`config.mk`:
```
export PLATFORM = sky130hd
export DESIGN_NAME = fps_ram
export DESIGN_NICKNAME = d
export VERILOG_FILES = /design/src/sv/fps_ram.sv
export SDC_FILE = /design/constraint.sdc
export NUM_CORES = 1
export LEC_CHECK = 0
export ABC_CLOCK_PERIOD_IN_PS = 5700
export BUFFER_PORTS_ARGS = -buffer_cell sky130_fd_sc_hd__buf_2
export CORE_UTILIZATION = 45
export CTS_CLUSTER_DIAMETER = 60
export DETAILED_ROUTE_END_ITERATION = 8
export GPL_TIMING_DRIVEN = 1
export HOLD_SLACK_MARGIN = 0.02
export SLEW_MARGIN = 10
export SYNTH_ARGS = -nofsm -noshare
export SYNTH_HDL_FRONTEND = slang
export SYNTH_SLANG_ARGS = --single-unit
```
`constraint.sdc`:
```
create_clock -name clk -period 5.7 [get_ports clk]
set_input_delay 1.14 -clock clk [delete_from_list [all_inputs] [get_ports clk]]
set_output_delay 1.14 -clock clk [all_outputs]
set_load 0.02 [all_outputs]
```
`src/sv/fps_ram.sv`:
```
// Generic single-port-write, single-port-read RAM with registered read.
module fps_ram #(
    parameter int WIDTH = 8,
    parameter int DEPTH = 16
) (
    input  logic                     clk,
    input  logic                     we,
    input  logic [$clog2(DEPTH)-1:0] waddr,
    input  logic [WIDTH-1:0]         wdata,
    input  logic [$clog2(DEPTH)-1:0] raddr,
    output logic [WIDTH-1:0]         rdata
);

    logic [WIDTH-1:0] mem [DEPTH];

    always_ff @(posedge clk)
    begin
        if (we)
        begin
            mem[waddr] <= wdata;
        end
        rdata <= mem[raddr];
    end

endmodule

```
* Yosys cells after proc, flatten, opt, wreduce, memory -nomap -nowiden
Memories as Yosys holds them, arrays and structs flattened. A register that Yosys moved wholly into a read port is not among the register bits.
Cells that the tools add are included.
W data, S select, Z words.
** Cells by class
- Add/sub/neg operators :: 0
- Multiply operators :: 0
- Div/mod/pow operators :: 0
- Order comparisons :: 0
- Equality and inequality tests :: 0
- Shift-type cells :: 0
- Muxes and demuxes :: 2
- Bitwise operators :: 0
- Reduce and logical (&&, ||, !) cells :: 0
** Operators by type and width (number)
- $mux W1 :: 2
** Word-level totals
- Flip-flop bits (word level) :: 0
- Latch bits :: 0
- Bits in writable memories :: 128
- Bits in read-only memories :: 0
- Output and inout bits :: 8
- Memories kept :: 1
** Memory list
- mem :: words 16, bits a word 8, read ports 1, clocked after Yosys merged registers in 1, write ports 1, line 14 : logic [WIDTH-1:0] mem [DEPTH];

* Longest topological paths before layout
Gate-level depths: netlist of run 1.
- Word-level depth :: 2
- Depth in mapped cells :: 5
- Mapped depth without buffers :: 3

* Worst setup path after synthesis of run 1
OpenSTA, ideal clock, no wires.
- Kind :: in2reg
- Start point :: input waddr[2]
- End point :: memory mem[0][0] (enable)
- Library setup time :: 0.383 ns
- Data arrival time :: 2.250 ns
- Required time :: 5.317 ns
- Path slack :: 3.067 ns
- Stages :: 2
- Path buffers :: 0
- Cell sequence :: or3b_2 > nor3_1
** RTL lines
- start: declaration :: line 8 : input logic [$clog2(DEPTH)-1:0] waddr,
- end: declaration :: line 14
Straight into the memory's write port.

==> results of run 1 <==
registers in the layout, indices dropped and copies added, names as in the netlist:
signal,cells
mem,128
rdata,8
cells in the final DEF (no fill, tap or decap), types with 2 or more instances in the layout:
cell type,count
clkbuf_1,2
mux4_1,14
mux4_2,18
a22oi_1,16
bufinv_16,2
buf_2,25
edfxtp_1,128
nor3_1,3
buf_4,3
nand3b_1,2
clkbuf_16,17
nor2_1,13
clkinv_2,4
clkbuf_8,6
nand2b_1,2
dfxtp_1,8
nand2_1,9
final timing paths:
path | start | end | slack [ns] | cells past startpoint
worst max-delay path | raddr[0] | rdata[3]$_DFF_P_ | 3.01 | 4
worst max register to register | mem[6][3]$_DFFE_PP_ | rdata[3]$_DFF_P_ | 4.34 | 3
worst min-delay path | mem[12][7]$_DFFE_PP_ | rdata[7]$_DFF_P_ | 0.67 | 3
worst min register to register | mem[12][7]$_DFFE_PP_ | rdata[7]$_DFF_P_ | 0.67 | 3
cell type report:
type                    count  share of cell area
clock inverters             7              0.0148
multi-input cells          83               0.177
repair buffers             28              0.0246
well taps                 140              0.0292
flip-flops and latches    136               0.668
clock buffers              25              0.0860
power by group through the flow:
stage / combinational (mW) / sequential (mW) / clock [mW]
after floorplan: 0.0568 / 1.15 / 0
after global placement: 0.104 / 1.15 / 0
after detailed placement: 0.106 / 1.15 / 0
after CTS: 0.106 / 1.13 / 1.10
after global routing: 0.112 / 1.13 / 1.14
final: 0.104 / 1.13 / 1.08
metrics by stage:
stage / instances / setup slack (ns) / cell area (µm²)
4_1_cts: 419 / 2.96 / 5990
2_1_floorplan: 229 / 3.07 / 5150
6_report: 419 / 3.01 / 5990
5_1_grt: 419 / 2.81 / 5990
3_5_place_dp: 387 / 2.52 / 5390
3_3_place_gp: 387 / 2.41 / 5380
cells by family after synthesis:
kind of cell / count (synthesis) / share of synthesized area
buffers and inverters: 10 / 0.0168
and+or+nand+nor: 35 / 0.0318
muxes: 32 / 0.150
AOI/OAI and AO/OA: 16 / 0.0233
DFF: 136 / 0.778
worst register-to-register path, delay by kind of cell, from the launching register on:
family             cells  cell delay, ns
AOI/OAI and AO/OA      1            0.21
muxes                  1            0.56
and+or+nand+nor        1            0.11
DFF                    1            0.36
layer usage:
metal  share of wire  up-vias  track usage
li1                -     1051            -
met5               0        -            0
met1            0.44     1204        0.255
met4          0.0090        0       0.0956
met3           0.065        6       0.0466
met2            0.49       81        0.274
==> flow_results.xml, run 1 <==
<?xml version="1.0" encoding="UTF-8"?>
<metrics>
  <group name="cts">
    <metric name="post_cts_buffers" unit="">0</metric>
    <metric name="cts_root_buffer" unit="">clkbuf_16</metric>
    <metric name="clock_sinks" unit="">136</metric>
    <metric name="clockBufferDepth" unit="">2</metric>
    <metric name="cts.reportedPaths.clkPinSlew" unit="ns">0.05</metric>
    <metric name="ctsHoldBuffers" unit="">0</metric>
    <metric name="count_of_cells_resized_by_post_cts_repair" unit="">0</metric>
    <metric name="tritoncts" unit="">yes</metric>
    <metric name="clock_latency" unit="ns">0.41</metric>
    <metric name="tritoncts.num_buffers" unit="">17</metric>
    <metric name="cts_max_level" unit="">4</metric>
  </group>
  <group name="setup_path">
    <metric name="critical_path_fanout_max" unit="">32</metric>
    <metric name="cp_slowest_stage_delay" unit="ns">0.76</metric>
    <metric name="timing.setup.critical_path_class" unit="">in -&gt; reg</metric>
    <metric name="cp.buffers_inverters" unit="">1</metric>
    <metric name="critical-path-top-delay-family" unit="">buffers and inverters</metric>
    <metric name="crit_path_start_kind" unit="">input port</metric>
    <metric name="cp_endpoint_kind" unit="">flop</metric>
    <metric name="cp_data_arrival_time" unit="ns">2.97</metric>
    <metric name="cpMaxStageDelayCell" unit="">buf_2</metric>
    <metric name="critical_path.cell_chain" unit="">buf_2 &gt; mux4_1 &gt; a22oi_1 &gt; nand2_1</metric>
    <metric name="timing.critical_path.required" unit="ns">5.98</metric>
  </group>
  <group name="power">
    <metric name="share_clk_of_total_power" unit="">0.469</metric>
    <metric name="ir_drop" unit="µV">161</metric>
    <metric name="sequentialPowerShare" unit="">0.487</metric>
    <metric name="comb_power_share" unit="">0.045</metric>
    <metric name="sw_pwr" unit="mW">0.443</metric>
    <metric name="total_power" unit="mW">2.31</metric>
    <metric name="power_density" unit="nW/µm²">386</metric>
    <metric name="p_int" unit="mW">1.87</metric>
    <metric name="total_leakage_power" unit="nW">2.01</metric>
    <metric name="power.share.switching" unit="">0.191</metric>
  </group>
  <group name="sta">
    <metric name="fmax" unit="MHz">372</metric>
    <metric name="hold-worst-slack" unit="ns">0.669</metric>
    <metric name="hold_fails_final_rpt" unit="">0</metric>
    <metric name="report.final.setup_viol" unit="">0</metric>
    <metric name="setup_total_negative_slack" unit="ns">0</metric>
    <metric name="final_period_minus_worst_setup_slack" unit="ns">2.69</metric>
    <metric name="layout_worst_path_cycle_share" unit="">0.471</metric>
    <metric name="slew_violations" unit="">0</metric>
    <metric name="largest_clock_skew_in_the_final_design" unit="ns">0.00640</metric>
    <metric name="measured_slew_at_the_worst_slew_check_pin" unit="ns">1.02</metric>
    <metric name="grt_setup_unrepaired" unit="">false</metric>
    <metric name="worst_slew_margin_rel" unit="">0.318</metric>
  </group>
  <group name="detailed_routing">
    <metric name="routed_wire_length_per_instance" unit="µm">23.1</metric>
    <metric name="detail_route.first_pass.iterations" unit="">4</metric>
    <metric name="detail_route.wirelength" unit="µm">9690</metric>
    <metric name="detailedRoute.firstIterationViolations" unit="">154</metric>
    <metric name="post_route_drc" unit="">0</metric>
    <metric name="viasPerCell" unit="">5.59</metric>
    <metric name="num_vias" unit="">2342</metric>
    <metric name="route.antenna.remaining_nets" unit="">0</metric>
  </group>
  <group name="placement">
    <metric name="buffer_ports.inserted" unit="">25</metric>
    <metric name="gp_weighted_congestion" unit="">0.771</metric>
    <metric name="half_perimeter_wire_length_of_the_detailed_placement_result" unit="µm">6080</metric>
  </group>
  <group name="cells_and_area">
    <metric name="final_core_util" unit="">0.546</metric>
    <metric name="final-seq-area" unit="µm²">4000</metric>
    <metric name="filler_cell_count" unit="">817</metric>
    <metric name="area_growth_syn_to_layout" unit="%">16.4</metric>
    <metric name="multiInputGateArea" unit="µm²">1060</metric>
    <metric name="n_antenna_cell" unit="">0</metric>
    <metric name="fraction_of_final_layout_cells_sized_beyond_drive_strength_1" unit="">0.280</metric>
    <metric name="design.final.nets" unit="">284</metric>
  </group>
  <group name="synth">
    <metric name="synth_top_area_share" unit="">0.747</metric>
    <metric name="synth-seq-cells" unit="">136</metric>
    <metric name="post_synth_edffs" unit="">128</metric>
    <metric name="postSynthCellCount" unit="">229</metric>
    <metric name="yosys.cell_count.top_type" unit="">edfxtp_1</metric>
    <metric name="post-synth-top-area-cell" unit="">edfxtp_1</metric>
    <metric name="synth.yosys.seq_area_share" unit="">0.778</metric>
    <metric name="yosys_warnings" unit="">0</metric>
    <metric name="synth.net_count" unit="">247</metric>
    <metric name="post_synth_num_cell_types" unit="">19</metric>
    <metric name="most_used_standard_cells_in_the_synthesized_netlist" unit="">128 x edfxtp_1, 18 x mux4_2, 16 x a22oi_1</metric>
    <metric name="avgSynthCellArea" unit="µm²">22.5</metric>
    <metric name="syn-cell-area" unit="µm²">5150</metric>
    <metric name="synthTopCellsByArea" unit="">edfxtp_1 75%, mux4_2 7.9%, mux4_1 7.1%</metric>
    <metric name="synth_async_sr_flop_share" unit="">0</metric>
    <metric name="postSynth.topFlopCell" unit="">edfxtp_1</metric>
  </group>
  <group name="grt">
    <metric name="grt_antenna_before_repair" unit="">0</metric>
    <metric name="grt_max_degree" unit="">33</metric>
    <metric name="wire_length_of_the_first_global_routing_pass" unit="µm">14500</metric>
    <metric name="vias_in_the_first_global_route" unit="">2406</metric>
    <metric name="gr-total-overflow" unit="">0</metric>
    <metric name="grt_use_total" unit="">0.185</metric>
  </group>
  <group name="floorplan">
    <metric name="initial_standard_cell_utilization_of_the_core" unit="">0.469</metric>
    <metric name="rows" unit="">38</metric>
    <metric name="die_height" unit="µm">109</metric>
    <metric name="dieArea" unit="µm²">11900</metric>
    <metric name="ios" unit="">26</metric>
    <metric name="design.core.area" unit="µm²">11000</metric>
    <metric name="die-width" unit="µm">109</metric>
  </group>
  <group name="flow_run">
    <metric name="drv_cap" unit="">0</metric>
  </group>
  <group name="worst_hold_path">
    <metric name="timing.hold.worst.class" unit="">reg -&gt; reg</metric>
  </group>
  <group name="outcome">
    <metric name="status" unit="">completed</metric>
  </group>
</metrics>
No activity file was read; power rests on OpenSTA's default activity.
==> run 2: changes to the inputs <==
ABC_CLOCK_PERIOD_IN_PS = 2320   (was 5700)
clock period = 2.32 ns   (was 5.7 ns; I/O delays follow)
==> flow_results.xml, run 2 (synthesis gave the netlist of run 1 again) <==
<?xml version="1.0" encoding="UTF-8"?>
<metrics>
  <group name="power">
    <metric name="ir_drop" unit="µV">379</metric>
    <metric name="power_density" unit="nW/µm²">935</metric>
    <metric name="total_leakage_power" unit="nW">2.11</metric>
  </group>
  <group name="detailed_routing">
    <metric name="dr.max_layer_used" unit="">met4</metric>
    <metric name="met3RoutedLength" unit="µm">420</metric>
    <metric name="detail_route.first_pass.iterations" unit="">4</metric>
    <metric name="detail_route.wirelength" unit="µm">9090</metric>
    <metric name="met2_wirelength" unit="µm">4470</metric>
    <metric name="num_vias" unit="">2376</metric>
    <metric name="post_route_drc" unit="">0</metric>
    <metric name="routed_wire_length_per_instance" unit="µm">20.8</metric>
    <metric name="detailedRoute.firstIterationViolations" unit="">113</metric>
    <metric name="route.antenna.remaining_nets" unit="">0</metric>
    <metric name="met1Wirelength" unit="µm">4080</metric>
    <metric name="viasPerCell" unit="">5.44</metric>
  </group>
  <group name="sta">
    <metric name="hold-worst-slack" unit="ns">0.438</metric>
    <metric name="largest_clock_skew_in_the_final_design" unit="ns">0.00627</metric>
    <metric name="final_period_minus_worst_setup_slack" unit="ns">1.50</metric>
    <metric name="worst_slew_margin_rel" unit="">0.695</metric>
    <metric name="hold_fails_final_rpt" unit="">0</metric>
    <metric name="fmax" unit="MHz">666</metric>
    <metric name="slew_violations" unit="">0</metric>
    <metric name="grt_setup_unrepaired" unit="">false</metric>
    <metric name="report.final.setup_viol" unit="">0</metric>
    <metric name="measured_slew_at_the_worst_slew_check_pin" unit="ns">0.457</metric>
    <metric name="setup_total_negative_slack" unit="ns">0</metric>
    <metric name="layout_worst_path_cycle_share" unit="">0.647</metric>
  </group>
  <group name="setup_path">
    <metric name="crit_path_start_kind" unit="">input port</metric>
    <metric name="timing.critical_path.required" unit="ns">2.61</metric>
    <metric name="timing.setup.critical_path_class" unit="">in -&gt; reg</metric>
    <metric name="cp_endpoint_kind" unit="">flop</metric>
    <metric name="critical_path.cell_chain" unit="">buf_2 &gt; buf_12 &gt; mux4_1 &gt; a22oi_1 &gt; nand2_1</metric>
    <metric name="critical_path_fanout_max" unit="">32</metric>
    <metric name="r2r.worst_path.cells" unit="">3</metric>
    <metric name="cp_data_arrival_time" unit="ns">1.79</metric>
    <metric name="cp_slowest_stage_delay" unit="ns">0.58</metric>
    <metric name="cpMaxStageDelayCell" unit="">mux4_1</metric>
  </group>
  <group name="cts">
    <metric name="clock_sinks" unit="">136</metric>
    <metric name="clockBufferDepth" unit="">2</metric>
    <metric name="cts_max_level" unit="">4</metric>
    <metric name="clock_latency" unit="ns">0.40</metric>
    <metric name="cts_root_buffer" unit="">clkbuf_16</metric>
    <metric name="cts.reportedPaths.clkPinSlew" unit="ns">0.06</metric>
    <metric name="post_cts_buffers" unit="">0</metric>
    <metric name="tritoncts" unit="">yes</metric>
    <metric name="tritoncts.num_buffers" unit="">17</metric>
    <metric name="ctsHoldBuffers" unit="">0</metric>
    <metric name="count_of_cells_resized_by_post_cts_repair" unit="">0</metric>
  </group>
  <group name="grt">
    <metric name="vias_in_the_first_global_route" unit="">2414</metric>
    <metric name="grt_antenna_before_repair" unit="">0</metric>
    <metric name="grt_max_degree" unit="">33</metric>
    <metric name="grt_use_total" unit="">0.177</metric>
    <metric name="gr-total-overflow" unit="">0</metric>
    <metric name="wire_length_of_the_first_global_routing_pass" unit="µm">14100</metric>
  </group>
  <group name="cells_and_area">
    <metric name="largest-register" unit="">mem</metric>
    <metric name="area_growth_syn_to_layout" unit="%">19.5</metric>
    <metric name="mostFrequentLayoutCell" unit="">edfxtp_1</metric>
    <metric name="design.final.nets" unit="">302</metric>
    <metric name="largest_register_ffs" unit="">128</metric>
    <metric name="leading_registers_by_flop_count" unit="">mem x128, rdata x8</metric>
    <metric name="final_cell_mix" unit="">128 x edfxtp_1, 25 x buf_2, 19 x buf_4, 18 x mux4_2, 17 x clkbuf_16</metric>
    <metric name="fraction_of_final_layout_cells_sized_beyond_drive_strength_1" unit="">0.316</metric>
    <metric name="filler_cell_count" unit="">812</metric>
    <metric name="n_antenna_cell" unit="">0</metric>
  </group>
  <group name="outcome">
    <metric name="status" unit="">completed</metric>
  </group>
  <group name="floorplan">
    <metric name="die_height" unit="µm">109</metric>
    <metric name="dieArea" unit="µm²">11900</metric>
    <metric name="initial_standard_cell_utilization_of_the_core" unit="">0.469</metric>
    <metric name="die-width" unit="µm">109</metric>
    <metric name="rows" unit="">38</metric>
    <metric name="ios" unit="">26</metric>
    <metric name="design.core.area" unit="µm²">11000</metric>
  </group>
  <group name="placement">
    <metric name="gp_weighted_congestion" unit="">0.750</metric>
    <metric name="half_perimeter_wire_length_of_the_detailed_placement_result" unit="µm">5940</metric>
    <metric name="buffer_ports.inserted" unit="">25</metric>
  </group>
  <group name="flow_run">
    <metric name="drv_cap" unit="">0</metric>
  </group>
  <group name="worst_hold_path">
    <metric name="hold-path-cell-count" unit="">1</metric>
    <metric name="timing.hold.worst.class" unit="">in -&gt; reg</metric>
  </group>
</metrics>
## run 2: final timing paths
path | startpoint | endpoint | slack [ns]
setup reg to reg | mem[1][1]$_DFFE_PP_ | rdata[1]$_DFF_P_ | 0.96
setup / recovery | raddr[0] | rdata[1]$_DFF_P_ | 0.82
hold reg to reg | mem[14][4]$_DFFE_PP_ | rdata[4]$_DFF_P_ | 0.67
hold / removal | wdata[2] | mem[0][2]$_DFFE_PP_ | 0.44
## run 2: through the flow
stage               total power, mW   util  worst slack (ns)  area (µm²)  cells
finish                         5.76  0.560             0.819        6150    437
global route                   5.93  0.560             0.709        6150    437
CTS                            5.80  0.560             0.809        6150    437
detailed placement             3.09  0.505             0.375        5540    405
global placement               3.08  0.505             0.394        5540    405
floorplan                      2.97      -             0.363        5150    229
## run 2: report_power, final
part / internal [mW] / total (mW) / switching (mW)
sequential: 2.75 / 2.76 / 0.0139
clock: 1.78 / 2.73 / 0.942
combinational: 0.113 / 0.267 / 0.155
total: 4.65 / 5.76 / 1.11
## run 2: final cells by class
type                    count  area (µm²)  share of cell area
flip-flops and latches    136        4000               0.651
clock buffers              18         429              0.0697
well taps                 140         175              0.0285
multi-input cells          83        1060               0.172
clock inverters            14         180              0.0293
repair buffers             46         308              0.0500
## run 2: metal layers
metal  up-vias  GRT usage
met2        66      0.276
met4         0     0.0695
li1       1086          -
met1      1214      0.239
met3        10     0.0442
met5         -          0
## run 2: critical path, delay by kind of cell
kind                   cells  cell delay [ns]
and+or+nand+nor            1             0.10
buffers and inverters      2             0.34
AOI/OAI and AO/OA          1             0.28
muxes                      1             0.58
